### src/hdl/cartridge_bank_controller_assert.svh
// assertion macros shared by cbc_rem_unit and cartridge_bank_controller
// expects aclk and aresetn in the scope of every use
`ifndef CARTRIDGE_BANK_CONTROLLER_ASSERT_SVH
`define CARTRIDGE_BANK_CONTROLLER_ASSERT_SVH

// same-cycle implication, ignored while reset is applied
`define CBC_ASSERT_HOLDS(name, ante, cons, msg) \
    name: assert property (@(posedge aclk) disable iff (!aresetn) (ante) |-> (cons)) \
        else $error(msg);

// next-cycle implication, ignored while reset is applied
`define CBC_ASSERT_NEXT(name, ante, cons, msg) \
    name: assert property (@(posedge aclk) disable iff (!aresetn) (ante) |=> (cons)) \
        else $error(msg);

`endif

### src/hdl/cbc_pkg.sv
// shared types, codes and helper functions for the cartridge bank controller
// no dependencies
package cbc_pkg;

    // controller kinds
    localparam logic [2:0] KIND_NONE = 3'd0;
    localparam logic [2:0] KIND_MBC1 = 3'd1;
    localparam logic [2:0] KIND_MBC2 = 3'd2;
    localparam logic [2:0] KIND_MBC3 = 3'd3;
    localparam logic [2:0] KIND_MBC5 = 3'd4;

    // result targets
    localparam logic [1:0] TGT_NONE = 2'd0;
    localparam logic [1:0] TGT_ROM  = 2'd1;
    localparam logic [1:0] TGT_RAM  = 2'd2;

    // configuration register indexes
    localparam int CFG_IDX_W = 2;
    localparam logic [CFG_IDX_W-1:0] CFG_KIND      = 2'd0;
    localparam logic [CFG_IDX_W-1:0] CFG_RAM_BANKS = 2'd1;
    localparam logic [CFG_IDX_W-1:0] CFG_ROM_COUNT = 2'd2;
    localparam logic [CFG_IDX_W-1:0] CFG_RAM_SIZE  = 2'd3;
    localparam int CFG_DATA_W = 10;

    // bank geometry
    localparam int ROM_BANK_W    = 9;
    localparam int RAM_BANK_W    = 4;
    localparam int ROM_COUNT_W   = 10;
    localparam int MAX_ROM_BANKS = 512;
    localparam logic [7:0] RAM_ENABLE_KEY = 8'h0A;

    // bank register state seen by the mapping logic
    typedef struct packed {
        logic                  ram_enable;
        logic [ROM_BANK_W-1:0] rom_bank;
        logic [RAM_BANK_W-1:0] ram_bank;
        logic                  mode;
    } bank_state_t;

    // unknown kinds behave as no controller
    function automatic logic [2:0] kind_now(input logic [2:0] kind);
        return (kind > KIND_MBC5) ? KIND_NONE : kind;
    endfunction

    // number of 8 KiB RAM banks that fit in the RAM size code
    function automatic logic [4:0] ram_bank_limit(input logic [2:0] code);
        logic [4:0] lim;
        case (code)
            3'd1:    lim = 5'd1;
            3'd2:    lim = 5'd1;
            3'd3:    lim = 5'd4;
            3'd4:    lim = 5'd16;
            3'd5:    lim = 5'd8;
            default: lim = 5'd0;
        endcase
        return lim;
    endfunction

endpackage

### src/hdl/cbc_rem_unit.sv
// bit-serial restoring remainder unit, one dividend bit per cycle
// depends on cbc_pkg and cartridge_bank_controller_assert.svh
`include "cartridge_bank_controller_assert.svh"

module cbc_rem_unit (
    input  logic                           aclk,
    input  logic                           aresetn,
    input  logic                           start,
    input  logic [cbc_pkg::ROM_BANK_W-1:0] dividend,
    input  logic [cbc_pkg::ROM_COUNT_W-1:0] divisor,
    output logic                           busy,
    output logic                           done,
    output logic [cbc_pkg::ROM_COUNT_W-1:0] remainder
);
    import cbc_pkg::*;

    localparam int CNT_W = $clog2(ROM_BANK_W + 1);

    logic                   busy_reg, busy_next;
    logic                   done_reg, done_next;
    logic [CNT_W-1:0]       cnt_reg, cnt_next;
    logic [ROM_BANK_W-1:0]  dvd_reg, dvd_next;
    logic [ROM_COUNT_W-1:0] dvs_reg, dvs_next;
    logic [ROM_COUNT_W-1:0] rem_reg, rem_next;

    logic [ROM_COUNT_W:0]   rem_shift;
    logic [ROM_COUNT_W:0]   rem_step;

    // one shift-compare-subtract step
    always_comb begin
        rem_shift = {rem_reg, dvd_reg[ROM_BANK_W-1]};
        if (rem_shift >= {1'b0, dvs_reg}) begin
            rem_step = rem_shift - {1'b0, dvs_reg};
        end else begin
            rem_step = rem_shift;
        end
    end

    // step sequencing
    always_comb begin
        busy_next = busy_reg;
        done_next = done_reg;
        cnt_next  = cnt_reg;
        dvd_next  = dvd_reg;
        dvs_next  = dvs_reg;
        rem_next  = rem_reg;
        if (start) begin
            busy_next = 1'b1;
            done_next = 1'b0;
            cnt_next  = CNT_W'(ROM_BANK_W);
            dvd_next  = dividend;
            dvs_next  = divisor;
            rem_next  = '0;
        end else if (busy_reg) begin
            rem_next = rem_step[ROM_COUNT_W-1:0];
            dvd_next = {dvd_reg[ROM_BANK_W-2:0], 1'b0};
            cnt_next = cnt_reg - 1'b1;
            if (cnt_reg == CNT_W'(1)) begin
                busy_next = 1'b0;
                done_next = 1'b1;
            end
        end
    end

    // control flops
    always_ff @(posedge aclk) begin
        if (!aresetn) begin
            busy_reg <= 1'b0;
            done_reg <= 1'b0;
            cnt_reg  <= '0;
        end else begin
            busy_reg <= busy_next;
            done_reg <= done_next;
            cnt_reg  <= cnt_next;
        end
    end

    // datapath flops
    always_ff @(posedge aclk) begin
        dvd_reg <= dvd_next;
        dvs_reg <= dvs_next;
        rem_reg <= rem_next;
    end

    assign busy      = busy_reg;
    assign done      = done_reg;
    assign remainder = rem_reg;

    `CBC_ASSERT_NEXT(a_start_busy, start, busy_reg, "remainder unit did not start")
    `CBC_ASSERT_HOLDS(a_busy_done, busy_reg, !done_reg, "remainder unit busy and done")
    `CBC_ASSERT_HOLDS(a_rem_range, done_reg && (dvs_reg != '0), rem_reg < dvs_reg,
        "remainder not below divisor")

endmodule

### src/hdl/cbc_bank_regs.sv
// bank control registers written by cpu writes below 0x8000
// depends on cbc_pkg
module cbc_bank_regs (
    input  logic                 aclk,
    input  logic                 aresetn,
    input  logic                 wr_en,
    input  logic [2:0]           kind,
    input  logic [15:0]          addr,
    input  logic [7:0]           data,
    output cbc_pkg::bank_state_t bank
);
    import cbc_pkg::*;

    bank_state_t bank_reg, bank_next;

    // register write decode per controller kind
    always_comb begin
        bank_next = bank_reg;
        if (wr_en && (kind != KIND_NONE)) begin
            case (addr[14:13])
                2'd0: begin
                    if ((kind != KIND_MBC2) || !addr[8]) begin
                        bank_next.ram_enable = (data == RAM_ENABLE_KEY);
                    end
                end
                2'd1: begin
                    case (kind)
                        KIND_MBC1: bank_next.rom_bank = {2'd0, bank_reg.rom_bank[6:5], data[4:0]};
                        KIND_MBC2: begin
                            if (addr[8]) begin
                                bank_next.rom_bank = {5'd0, data[3:0]};
                            end
                        end
                        KIND_MBC3: bank_next.rom_bank = {2'd0, data[6:0]};
                        default: begin
                            if (!addr[12]) begin
                                bank_next.rom_bank = {bank_reg.rom_bank[8], data};
                            end else begin
                                bank_next.rom_bank = {data[0], bank_reg.rom_bank[7:0]};
                            end
                        end
                    endcase
                end
                2'd2: begin
                    if (kind == KIND_MBC1) begin
                        bank_next.rom_bank = {2'd0, data[1:0], bank_reg.rom_bank[4:0]};
                    end else if ((kind == KIND_MBC3) || (kind == KIND_MBC5)) begin
                        bank_next.ram_bank = data[3:0];
                    end
                end
                default: begin
                    if (kind == KIND_MBC1) begin
                        bank_next.mode     = data[0];
                        bank_next.rom_bank = {4'd0, bank_reg.rom_bank[4:0]};
                    end
                end
            endcase
        end
    end

    always_ff @(posedge aclk) begin
        if (!aresetn) begin
            bank_reg.ram_enable <= 1'b1;
            bank_reg.rom_bank   <= ROM_BANK_W'(1);
            bank_reg.ram_bank   <= '0;
            bank_reg.mode       <= 1'b0;
        end else begin
            bank_reg <= bank_next;
        end
    end

    assign bank = bank_reg;

endmodule

### src/hdl/cartridge_bank_controller.sv
// cartridge bank controller: the result is loaded when the 9-step serial remainder
// unit that reduces the mbc1 rom bank is done and the result register is free;
// no new input beat is taken until that result is loaded
// reset: bank registers to ram enabled, rom bank 1, ram bank 0, mode 0;
// configuration to no controller, no banked ram, 2 rom banks, no ram
// depends on cbc_pkg, cbc_rem_unit, cbc_bank_regs, cartridge_bank_controller_assert.svh
`include "cartridge_bank_controller_assert.svh"

module cartridge_bank_controller (
    input  logic                                aclk,
    input  logic                                aresetn,
    // configuration write channel
    input  logic                                cfg_valid,
    output logic                                cfg_ready,
    input  logic [cbc_pkg::CFG_IDX_W-1:0]       cfg_index,
    input  logic [cbc_pkg::CFG_DATA_W-1:0]      cfg_data,
    // access channel
    input  logic                                s_valid,
    output logic                                s_ready,
    input  logic                                s_req_type,
    input  logic [15:0]                         s_address,
    input  logic [7:0]                          s_write_data,
    // result channel
    output logic                                m_valid,
    input  logic                                m_ready,
    output logic [1:0]                          m_target,
    output logic [22:0]                         m_mem_offset,
    output logic                                m_store_enable,
    output logic [7:0]                          m_store_value
);
    import cbc_pkg::*;

    typedef enum logic [1:0] {
        S_IDLE = 2'b01,
        S_RUN  = 2'b10
    } state_t;

    state_t state_reg, state_next;

    // configuration registers
    logic [2:0]             kind_reg;
    logic                   ram_banks_reg;
    logic [ROM_COUNT_W-1:0] rom_count_reg;
    logic [2:0]             ram_size_reg;

    // latched request
    logic                   req_write_reg;
    logic [15:0]            req_addr_reg;
    logic [7:0]             req_data_reg;

    // result register
    logic                   m_valid_reg, m_valid_next;
    logic [1:0]             m_target_reg, m_target_next;
    logic [22:0]            m_offset_reg, m_offset_next;
    logic                   m_store_reg, m_store_next;
    logic [7:0]             m_value_reg, m_value_next;

    logic                   in_beat;
    logic                   out_free;
    logic                   load_out;
    logic [2:0]             kind_n;
    logic [ROM_COUNT_W-1:0] count_clamp;
    bank_state_t            bank;
    logic [ROM_BANK_W-1:0]  mbc1_bank;
    logic [ROM_BANK_W-1:0]  plain_bank;
    logic [ROM_BANK_W-1:0]  rom_sel;
    logic                   ram_ok;
    logic [RAM_BANK_W-1:0]  ram_sel;
    logic [4:0]             ram_lim;
    logic                   rem_busy;
    logic                   rem_done;
    logic [ROM_COUNT_W-1:0] rem_value;

    assign cfg_ready = 1'b1;
    assign in_beat   = s_valid && s_ready;
    assign out_free  = !m_valid_reg || m_ready;
    assign s_ready   = (state_reg == S_IDLE);
    assign kind_n    = kind_now(kind_reg);

    // configuration writes
    always_ff @(posedge aclk) begin
        if (!aresetn) begin
            kind_reg      <= KIND_NONE;
            ram_banks_reg <= 1'b0;
            rom_count_reg <= ROM_COUNT_W'(2);
            ram_size_reg  <= 3'd0;
        end else if (cfg_valid) begin
            case (cfg_index)
                CFG_KIND:      kind_reg      <= cfg_data[2:0];
                CFG_RAM_BANKS: ram_banks_reg <= cfg_data[0];
                CFG_ROM_COUNT: rom_count_reg <= cfg_data;
                CFG_RAM_SIZE:  ram_size_reg  <= cfg_data[2:0];
                default:       kind_reg      <= kind_reg;
            endcase
        end
    end

    // bank registers take cpu writes below 0x8000 on the input beat
    cbc_bank_regs u_bank_regs (
        .aclk    (aclk),
        .aresetn (aresetn),
        .wr_en   (in_beat && s_req_type && !s_address[15]),
        .kind    (kind_n),
        .addr    (s_address),
        .data    (s_write_data),
        .bank    (bank)
    );

    // mbc1 bank before reduction: low five bits of zero step to one
    always_comb begin
        if (!bank.mode) begin
            mbc1_bank = {2'd0, bank.rom_bank[6:0]};
        end else begin
            mbc1_bank = {4'd0, bank.rom_bank[4:0]};
        end
        if (bank.rom_bank[4:0] == 5'd0) begin
            mbc1_bank[0] = 1'b1;
        end
    end

    assign count_clamp = (rom_count_reg > ROM_COUNT_W'(MAX_ROM_BANKS)) ?
                         ROM_COUNT_W'(MAX_ROM_BANKS) : rom_count_reg;

    // shared remainder unit, started on every input beat
    cbc_rem_unit u_rem (
        .aclk      (aclk),
        .aresetn   (aresetn),
        .start     (in_beat),
        .dividend  (mbc1_bank),
        .divisor   (count_clamp),
        .busy      (rem_busy),
        .done      (rem_done),
        .remainder (rem_value)
    );

    // switched rom bank
    always_comb begin
        case (kind_n)
            KIND_MBC2, KIND_MBC3: plain_bank = (bank.rom_bank == '0) ?
                                               ROM_BANK_W'(1) : bank.rom_bank;
            KIND_MBC5:            plain_bank = bank.rom_bank;
            default:              plain_bank = ROM_BANK_W'(1);
        endcase
        if (count_clamp == '0) begin
            rom_sel = '0;
        end else if (kind_n == KIND_MBC1) begin
            rom_sel = rem_value[ROM_BANK_W-1:0];
        end else if ({1'b0, plain_bank} >= count_clamp) begin
            rom_sel = '0;
        end else begin
            rom_sel = plain_bank;
        end
    end

    // switched ram bank
    always_comb begin
        ram_ok  = (kind_n != KIND_NONE);
        ram_sel = '0;
        ram_lim = ram_bank_limit(ram_size_reg);
        if (ram_banks_reg) begin
            case (kind_n)
                KIND_MBC1: ram_sel = bank.mode ? {2'd0, bank.rom_bank[6:5]} : '0;
                KIND_MBC3: begin
                    ram_ok  = (bank.ram_bank <= RAM_BANK_W'(3));
                    ram_sel = bank.ram_bank;
                end
                KIND_MBC5: ram_sel = bank.ram_bank;
                default:   ram_sel = '0;
            endcase
        end
        if ({1'b0, ram_sel} >= ram_lim) begin
            ram_sel = '0;
        end
    end

    // result formation
    always_comb begin
        m_target_next = TGT_NONE;
        m_offset_next = '0;
        m_store_next  = 1'b0;
        m_value_next  = '0;
        if (!req_addr_reg[15]) begin
            if (!req_write_reg) begin
                m_target_next = TGT_ROM;
                if (!req_addr_reg[14]) begin
                    m_offset_next = {7'd0, req_addr_reg};
                end else begin
                    m_offset_next = {rom_sel, req_addr_reg[13:0]};
                end
            end
        end else if ((req_addr_reg[14:13] == 2'b01) && ram_ok) begin
            if (!req_write_reg) begin
                m_target_next = TGT_RAM;
                m_offset_next = {6'd0, ram_sel, req_addr_reg[12:0]};
            end else if (bank.ram_enable && (ram_lim != '0)) begin
                m_target_next = TGT_RAM;
                m_offset_next = {6'd0, ram_sel, req_addr_reg[12:0]};
                m_store_next  = 1'b1;
                m_value_next  = (kind_n == KIND_MBC2) ? {4'd0, req_data_reg[3:0]} :
                                req_data_reg;
            end
        end
    end

    // sequencer
    assign load_out = (state_reg == S_RUN) && rem_done && out_free;

    always_comb begin
        state_next   = state_reg;
        m_valid_next = m_valid_reg;
        if (m_valid_reg && m_ready) begin
            m_valid_next = 1'b0;
        end
        case (state_reg)
            S_IDLE: begin
                if (in_beat) begin
                    state_next = S_RUN;
                end
            end
            S_RUN: begin
                if (load_out) begin
                    state_next   = S_IDLE;
                    m_valid_next = 1'b1;
                end
            end
            default: state_next = S_IDLE;
        endcase
    end

    always_ff @(posedge aclk) begin
        if (!aresetn) begin
            state_reg   <= S_IDLE;
            m_valid_reg <= 1'b0;
        end else begin
            state_reg   <= state_next;
            m_valid_reg <= m_valid_next;
        end
    end

    // request and result payload
    always_ff @(posedge aclk) begin
        if (in_beat) begin
            req_write_reg <= s_req_type;
            req_addr_reg  <= s_address;
            req_data_reg  <= s_write_data;
        end
        if (load_out) begin
            m_target_reg <= m_target_next;
            m_offset_reg <= m_offset_next;
            m_store_reg  <= m_store_next;
            m_value_reg  <= m_value_next;
        end
    end

    assign m_valid        = m_valid_reg;
    assign m_target       = m_target_reg;
    assign m_mem_offset   = m_offset_reg;
    assign m_store_enable = m_store_reg;
    assign m_store_value  = m_value_reg;

    `CBC_ASSERT_NEXT(a_beat_runs, in_beat, (state_reg == S_RUN) && rem_busy,
        "input beat did not start the sequencer")
    `CBC_ASSERT_HOLDS(a_store_ram, m_valid_reg && m_store_reg, m_target_reg == TGT_RAM,
        "store enable outside cartridge ram")
    `CBC_ASSERT_HOLDS(a_none_zero, m_valid_reg && (m_target_reg == TGT_NONE),
        (m_offset_reg == '0) && !m_store_reg, "no-target result carries offset or store")

endmodule

### config.mk
export PLATFORM = sky130hd
export DESIGN_NAME = cartridge_bank_controller
export DESIGN_NICKNAME = d
export VERILOG_FILES = /design/src/hdl/cbc_pkg.sv /design/src/hdl/cbc_rem_unit.sv /design/src/hdl/cbc_bank_regs.sv /design/src/hdl/cartridge_bank_controller.sv
export VERILOG_INCLUDE_DIRS = /design/src /design/src/hdl
export SDC_FILE = /design/constraint.sdc
export NUM_CORES = 1
export LEC_CHECK = 0
export ABC_AREA = 0
export BUFFER_PORTS_ARGS = -buffer_cell sky130_fd_sc_hd__buf_2
export CAP_MARGIN = 10
export CORE_AREA = 2 2 124 126
export DETAILED_ROUTE_END_ITERATION = 16
export DIE_AREA = 0 0 126 128
export GPL_TIMING_DRIVEN = 0
export SKIP_CTS_REPAIR_TIMING = 1
export SLEW_MARGIN = 40
export SYNTH_ARGS = -nofsm -noshare
export SYNTH_HDL_FRONTEND = slang
export SYNTH_HIERARCHICAL = 1
export SYNTH_SLANG_ARGS = --single-unit
### constraint.sdc
create_clock -name aclk -period 4 [get_ports aclk]
set_input_delay 0.8 -clock aclk [delete_from_list [all_inputs] [get_ports aclk]]
set_output_delay 0.8 -clock aclk [all_outputs]
set_load 0.1 [all_outputs]
==> reports/summary.txt <==
Utilization after layout -> 0.522
Setup violations, final -> 0
DR WL/cell -> 16.9 µm
Critical-path cell list -> nor4_1 > a31oi_1 > or2_2 > and2_1 > ha_1 > nand4b_1 > o32ai_2 > o22ai_1 > a32o_1
Worst Setup Slack post-DPL -> 0.617 ns
Syn Area/Cell -> 10.8 µm²
Synth Warn # -> 6
Max reg flops -> 23
CP max stage cell -> o32ai_2
I/O Pins -> 79
Largest stage delay on the critical path -> 0.67 ns
Reg clk slew, reported paths -> 0.06 ns
Synth unique cells -> 80
Final setup TNS -> 0 ns
Later-pin clock latency in the skew report -> 0.42 ns
Sequential share of the synthesized area -> 0.516
CP Max Fanout -> 8
Area of the die -> 16,100 µm²
Cell Rows -> 45
Final #Nets -> 770
CTS Buf Count -> 17
Period minus WS final -> 3.50 ns
Finished layout cell area -> 7760 µm²
# DRC -> 0
Ys flop type -> edfxtp_1
Post-route setup slack -> 0.495 ns
Origin of the critical flop-to-flop path -> u_bank_regs/bank[10]
Worst min-delay path class -> reg -> reg
Max_slew headroom -> 0.521
Core footprint -> 14,900 µm²
Post-Syn Instances -> 601
Crit. End Element -> flop
Total GRT Usage -> 0.194
R2R depth -> 9
Crit path buf inv count -> 0
P_leak -> 3.05 nW
Grt total ovfl -> 0
Number of DRC markers in iteration 0 -> 383
Drt first pass iters -> 4
Fmax -> 285 MHz
Critical Path Start -> u_bank_regs/bank[10]
VDD IR max -> 0.258 mV
CP delay by family, top -> compound AO/OA/AOI/OAI gates
Clk buf depth -> 2
I/O Buffers -> 77
WP depth -> 9
Status -> complete, no violations
WS Path Type -> reg -> reg
Synth Cell Area -> 6520 µm²
Max-slew violation count -> 0
Layout area overhead -> 19.0%
Max-cap violations -> 0
N_diodes -> 0
Hold_sp -> rom_count_reg[0]
Detailed-route via count -> 4,793
Detailed placer's ending HPWL -> 11.2 mm
Post-synthesis register bit count -> 129
Share of layout cells above drive strength 1 -> 0.218
Share of flip-flops with an asynchronous set or reset -> 0
Vias in the first global route -> 4,742
R2R Path End -> m_mem_offset[16]
Post-synth EDFFs -> 78
Final cycle utilization of the critical path -> 0.876
FILL cells -> 1,366
Worst-Margin Slew -> 0.718 ns
Data required time of the worst path -> 4.17 ns
Fin. Hold Viols -> 0
Layout Skew -> 0.00700 ns
RePlAce Congestion -> 0.873
Die width -> 126 µm
Cell Area, Placed -> 7170 µm²
Clk Tree Root Cell -> clkbuf_16
CTS tree -> built
Die Ht -> 128 µm
Vias/cell -> 5.33
R2r setup slk -> 0.50 ns
Clock sink count -> 129
First-pass GRT wire length -> 24.2 mm
Crit start category -> flop
Routed Antenna Nets -> 0
P per Cell Area -> 467 nW/µm²
RSZ-0062 raised after global routing -> false
Largest net degree at the start of global routing -> 39
H-tree depth -> 4
CP endpoint -> m_mem_offset[16]
Initial Util -> 0.439
Total wire length -> 15.2 mm
Initial antenna violation count -> 0
Worst path arrival time -> 3.67 ns
worst register-to-register path: stages (launching register included):
cell and delay [ns]:
dfxtp_1 0.38, nor4_1 0.47, a31oi_1 0.21, or2_2 0.33, and2_1 0.19, ha_1 0.31, nand4b_1 0.16, o32ai_2 0.68
o22ai_1 0.21, a32o_1 0.31
per-stage QoR:
step / power, W / std cells / hold slack [ns]
4_1_cts: 0.00365 / 900 / 0.489
5_1_grt: 0.00378 / 900 / 0.523
3_3_place_gp: 0.00211 / 867 / 0.469
3_5_place_dp: 0.00212 / 868 / 0.481
2_1_floorplan: 0.00197 / 602 / 0.437
6_report: 0.00362 / 900 / 0.484
worst min path at each step:
stage / endpoint / cells after the start
after floorplan: u_rem/done / 2
final: rom_count_reg[0] / 2
after global placement: rom_count_reg[0] / 2
after global routing: rom_count_reg[0] / 2
after CTS: rom_count_reg[0] / 2
after detailed placement: rom_count_reg[0] / 2
synthesized netlist by cell type, types with 13 or more instances:
library cell | instances | area (µm²)
nand2b_1 | 19 | 119
nor2_1 | 41 | 154
nor2b_1 | 35 | 219
a21oi_1 | 14 | 70.1
ha_1 | 28 | 350
and2_1 | 13 | 81.3
inv_1 | 36 | 135
edfxtp_1 | 78 | 2340
dfxtp_1 | 51 | 1020
nand3_1 | 16 | 80.1
nand2_1 | 48 | 180
mux2i_1 | 16 | 160
cells by family (layout without fill, tap and decap cells):
logic type / after synthesis / after routing / share of synthesized area
buffers and inverters: 58 / 168 / 0.0395
AO/OA/AOI/OAI: 109 / 109 / 0.128
flip-flops: 129 / 129 / 0.516
XOR/XNOR: 9 / 9 / 0.0121
adder cells (fa/ha/maj): 29 / 29 / 0.0568
AND/OR/NAND/NOR: 240 / 240 / 0.206
multiplexers: 25 / 25 / 0.0401
other: 2 / 3 / 0.00115
metal layers:
metal,GRT usage,vias up,share of wire
met2,0.307,112,0.46
met5,0,-,0
met1,0.263,2281,0.48
li1,-,2382,-
met4,0.0646,0,0.014
met3,0.0451,18,0.044
report_power, final:
part	internal (W)	leakage, nW	switching (W)	total (W)
Clock	0.000925	0.282	0.000598	0.00152
Sequential	0.00149	1.11	0.0000579	0.00155
Combinational	0.000227	1.66	0.000322	0.000549
Total	0.00265	3.05	0.000978	0.00362
area by class of cell:
type	count	area (µm²)	share of cell area
clock inverters	14	155	0.0200
clock buffers	18	429	0.0553
well taps	188	235	0.0303
inverters	38	143	0.0184
repair buffers	78	400	0.0516
flip-flops and latches	129	3360	0.434
plain buffers	20	115	0.0148
multi-input cells	415	2920	0.376
placed cells by master, fill, tap and decap left out, drive strengths merged, types with 4 or more instances in the layout:
cell    Yosys  routed
clkinv      0       6
o21ai      16      16
edfxtp     78      78
a21oi      16      16
nand4       7       7
nand2b     19      19
nor2       43      43
ha         28      28
nor4b       5       5
nor4        4       4
clkbuf      9      27
nor2b      35      35
nor3        4       4
xor2        5       5
and2       14      14
mux2i      16      16
xnor2       4       4
or3         4       4
or2         4       4
nand3b      5       5
mux2        9       9
dfxtp      51      51
nand3      16      16
nor3b       8       8
inv        38      42
o311ai      4       4
and3        9       9
a21o        5       5
a211oi      7       7
a21boi     11      11
buf        11      89
a31oi       4       4
nand2      48      48
o21a       11      11
o211ai      8       8
No activity file was read; power rests on OpenSTA's default activity.
